===== src/rtl/pnz_fade.sv =====
// ----------------------------------------------------------------------------
// pnz_fade: quintic fade curve 6t^5 - 15t^4 + 10t^3
// Three register stages; every product is rounded to nearest, ties upward.
// ----------------------------------------------------------------------------
module pnz_fade #(
   parameter int FRAC_BITS = 16
) (
   input  logic                        clock,
   input  logic [FRAC_BITS-1:0]        frac,
   output logic signed [FRAC_BITS+4:0] fade
);

   localparam int QW = FRAC_BITS + 5;
   localparam logic signed [QW-1:0]   Q_ONE  = QW'(1) <<< FRAC_BITS;
   localparam logic signed [2*QW-1:0] P_HALF = (2*QW)'(1) <<< (FRAC_BITS - 1);

   function automatic logic signed [QW-1:0] qmul(input logic signed [QW-1:0] a,
                                                 input logic signed [QW-1:0] b);
      logic signed [2*QW-1:0] p;
      p = a * b + P_HALF;
      return QW'(p >>> FRAC_BITS);
   endfunction

   logic signed [QW-1:0] t0;
   logic signed [QW-1:0] t_a_ff, tt_ff, ti_a_ff;
   logic signed [QW-1:0] t3_ff, ti_b_ff;
   logic signed [QW-1:0] fade_ff;

   assign t0 = QW'(frac);

   // Stage A: t^2 and the inner polynomial t(6t-15)+10
   // Stage B: t^3
   // Stage C: t^3 times the inner polynomial
   always_ff @(posedge clock) begin
      t_a_ff  <= t0;
      tt_ff   <= qmul(t0, t0);
      ti_a_ff <= qmul(t0, QW'(6) * t0 - QW'(15) * Q_ONE) + QW'(10) * Q_ONE;
      t3_ff   <= qmul(tt_ff, t_a_ff);
      ti_b_ff <= ti_a_ff;
      fade_ff <= qmul(t3_ff, ti_b_ff);
   end

   assign fade = fade_ff;

endmodule


===== config.mk =====
export PLATFORM = sky130hd
export DESIGN_NAME = pnz_fade
export DESIGN_NICKNAME = d
export VERILOG_FILES = /design/src/rtl/pnz_fade.sv
export SDC_FILE = /design/constraint.sdc
export NUM_CORES = 2
export LEC_CHECK = 0
export BUFFER_PORTS_ARGS = -buffer_cell sky130_fd_sc_hd__buf_4
export CAP_MARGIN = 20
export CORE_MARGIN = 4
export CORE_UTILIZATION = 55
export CTS_CLUSTER_DIAMETER = 120
export DETAILED_ROUTE_END_ITERATION = 10
export GPL_TIMING_DRIVEN = 1
export PLACE_DENSITY = 0.8
export SLEW_MARGIN = 10
export SYNTH_ARGS = -nofsm -noshare
export SYNTH_HDL_FRONTEND = slang
export SYNTH_SLANG_ARGS = --single-unit

===== constraint.sdc =====
create_clock -name clock -period 37.7 [get_ports clock]
set_clock_uncertainty 0.15 [all_clocks]
set_input_delay 7.54 -clock clock [delete_from_list [all_inputs] [get_ports clock]]
set_output_delay 7.54 -clock clock [all_outputs]
set_load 0.005 [all_outputs]

==> run_results.csv <==
group,metric,value,unit
synth,yosys.area.top_type_share,0.469,
worst_setup_path,crit_top_cell,"fa_1",
detailed_routing,wl,93800,um
detailed_routing,top_layer_used,"met4",
place,placed_cells,5536,
cells_and_area,n_fill_cell,6339,
min_path,hold_start,"ti_a_ff[10]",
detailed_routing,routedWlPerCell,16.8,um
worst_setup_path,crit_path_max_incr_delay,0.74,ns
synth,synth_area_leader_cell,"fa_1",
sta,report.final.slew_viol_count,0,
worst_setup_path,r2r_cells,24,
clocking,clockBufferDepth,2,
synth,synth-seq-area-share,0.0541,
sta,tightest_slew,1.07,ns
cells_and_area,stdcell_area,43900,um2
place,gp_congestion,0.926,
sta,fin_crit_sh,0.492,
cells_and_area,instances_no_fill,5567,
worst_setup_path,path_class,"in2reg",
global_routing,grt_pass1_vias,33227,
place,port_buffers,37,
synth,synthFlopType,"dfxtp_1",
cells_and_area,synthToLayoutAreaGrowth,3.99,%
synth,synth_cell_types,76,
min_path,min_to,"ti_b_ff[10]",
synth,synth_nets,6124,
cells_and_area,n_antenna_cell,0,
clocking,postCtsSetupBuffers,0,
die,io_pins,38,
clocking,htreeDepth,4,
synth,syn_area,42200,um2
global_routing,grtUsageTotal,0.248,
synth,synth-seq-cells,114,
cells_and_area,fin_nets,6019,
global_routing,grt_pass1_wl,163000,um
worst_setup_path,crit_slowest_cell,"xnor2_1",
worst_setup_path,regToRegStartpoint,"tt_ff[12]",
worst_setup_path,crit_path_max_fanout,34,
place,dp_hpwl,76300,um
sta,clock.fmax,53.9,MHz
sta,period_minus_slack,18.56,ns
die,rows,101,
worst_setup_path,r2r-end,"t3_ff[16]",
die,die_h,285,um
status,outcome,"finished, final reports clean",
sta,rsz0062_at_grt,"no",
worst_setup_path,r2r_slack,29.41,ns
sta,setup_violations,0,
synth,netlist_instances,4630,
die,initial_core_util,0.555,
clocking,cts_tree,"yes",
synth,synth_edf_count,0,
detailed_routing,detail-route-antenna-nets,0,
place,placed_area,43200,um2
worst_setup_path,critPathRequiredTime,37.89,ns
detailed_routing,first_pass_iters,6,
synth,syn_area_per_cell,9.11,um2
min_path,hp-class,"reg2reg",
clocking,cts_resized,0,
global_routing,grt.overflow.total,0,
synth,ys_top_cells_by_area,"fa_1 47%, ha_1 14%, inv_1 11%",
detailed_routing,avgViaCountPerCell,5.32,
die,dieWidth,285,um
sta,hold_violations,0,
clocking,cts-hold-fix-buffers,0,
min_path,hold_path_depth,0,
worst_setup_path,cp-start-kind,"input pin",
detailed_routing,wl_met2,45700,um
sta,tns,0,ns
clocking,clk_transition_reported_paths,0.06,ns
die,fp.coreArea,75900,um2
clocking,numCtsBuffers,17,
synth,synth_warnings,0,
global_routing,grt_max_degree,38,
worst_setup_path,crit_arrival,18.75,ns
detailed_routing,vias,29631,
flow_run,drv_cap,0,
cells_and_area,fin_util,0.578,
die,dieArea,81200,um2
detailed_routing,met1_length,36200,um
cells_and_area,final_layout_size_suffix_gt1_frac,0.0256,
synth,ys_async_sr_fraction,0,
clocking,clock_latency,0.47,ns
global_routing,antenna_found_initial,0,
sta,slew_headroom,0.283,
detailed_routing,wl_met3,8180,um
clocking,clockRootBuffer,"clkbuf_16",
clocking,clock-sinks,114,
detailed_routing,first_iter_violations,1874,
detailed_routing,remaining_drc_errors,0,
worst_setup_path,worstSetupEndpointType,"register",
==> per-layer routing <==
metal	global-route usage	vias to the layer above
met5	0	-
met4	0.0895	0
met3	0.0578	234
met2	0.423	1123
met1	0.311	15032
li1	-	13242
==> how the worst max path moves through the flow <==
stage,endpoint,from,cells past startpoint
floorplan,ti_a_ff[19],frac[0],38
global placement,ti_a_ff[19],frac[1],40
detailed placement,ti_a_ff[19],frac[1],38
CTS,ti_a_ff[19],frac[1],38
global route,ti_a_ff[19],frac[1],38
finish,ti_a_ff[19],frac[1],38
==> worst max-delay path: cells and delay by family <==
| kind | cells | cell delay (ns) |
|---|---|---|
| buffers and inverters | 4 | 0.87 |
| AND/OR/NAND/NOR | 5 | 1.28 |
| adder cells (fa/ha/maj) | 11 | 5.00 |
| AO/OA/AOI/OAI | 15 | 3.07 |
| XOR/XNOR | 3 | 0.99 |
==> state kept, by name (all words and copies together), names as in the netlist <==
signal	count
t_a_ff	16
fade	21
ti_a_ff	21
t3_ff	18
tt_ff	17
ti_b_ff	21
==> area by class of cell <==
type | instances | area, um2 | share of cell area
inverters | 1240 | 4650 | 0.106
repair buffers | 52 | 390 | 0.00890
clock inverters | 13 | 186 | 0.00425
well taps | 1030 | 1290 | 0.0294
clock buffers | 18 | 429 | 0.00978
flip-flops and latches | 114 | 2280 | 0.0520
multi-input cells | 3100 | 34600 | 0.790
==> cells in the mapped netlist (3+ instances only) <==
library cell	n
inv_1	1232
fa_1	989
nand2_1	635
ha_1	488
and2_1	357
clkbuf_1	170
nor2_1	134
dfxtp_1	114
xnor2_1	73
a21oi_1	69
o21ai_0	48
xor2_1	44
a21o_1	37
nand2b_1	22
nand3_1	20
nor2b_1	20
nor3_1	19
nand4_1	16
and3_1	11
o21a_1	11
a211oi_1	8
or2_2	8
clkinv_1	7
o21bai_1	6
a211o_1	5
o211ai_1	5
o41ai_1	5
a31oi_1	4
buf_2	4
a2111oi_0	3
a21boi_0	3
a41o_1	3
or3_1	3
==> per-stage QoR <==
| step | setup slack (ns) | hold WS (ns) |
|---|---|---|
| final | 19.14 | 0.171 |
| after CTS | 19.22 | 0.174 |
| after global routing | 18.48 | 0.181 |
| after floorplan | 20.36 | 0.160 |
| after detailed placement | 18.78 | 0.162 |
| after global placement | 19.12 | 0.162 |
==> cells in the final DEF (no fill, tap or decap), types with 19 or more instances in the layout <==
cell / Yosys / routed
inv_1: 1232 / 1232
fa_1: 989 / 989
nand2_1: 635 / 635
ha_1: 488 / 488
and2_1: 357 / 357
nor2_1: 134 / 134
dfxtp_1: 114 / 114
a21oi_1: 69 / 69
xnor2_1: 73 / 69
buf_4: 0 / 52
o21ai_0: 48 / 48
xor2_1: 44 / 41
a21o_1: 37 / 37
nand2b_1: 22 / 22
nand3_1: 20 / 20
nor2b_1: 20 / 20
nor3_1: 19 / 19
==> cells by family after synthesis <==
kind of cell,count (synthesis),share of synthesized area
multiplexers,3,0.000771
XOR/XNOR,120,0.0255
adder cells (fa/ha/maj),1477,0.614
AND/OR/NAND/NOR,1259,0.141
flip-flops,114,0.0541
buffers and inverters,1416,0.126
AO/OA/AOI/OAI,241,0.0384
Power is left out: the tool's default activity adds up to more than one toggle a clock period on the data nets, which glitch-free logic cannot reach.
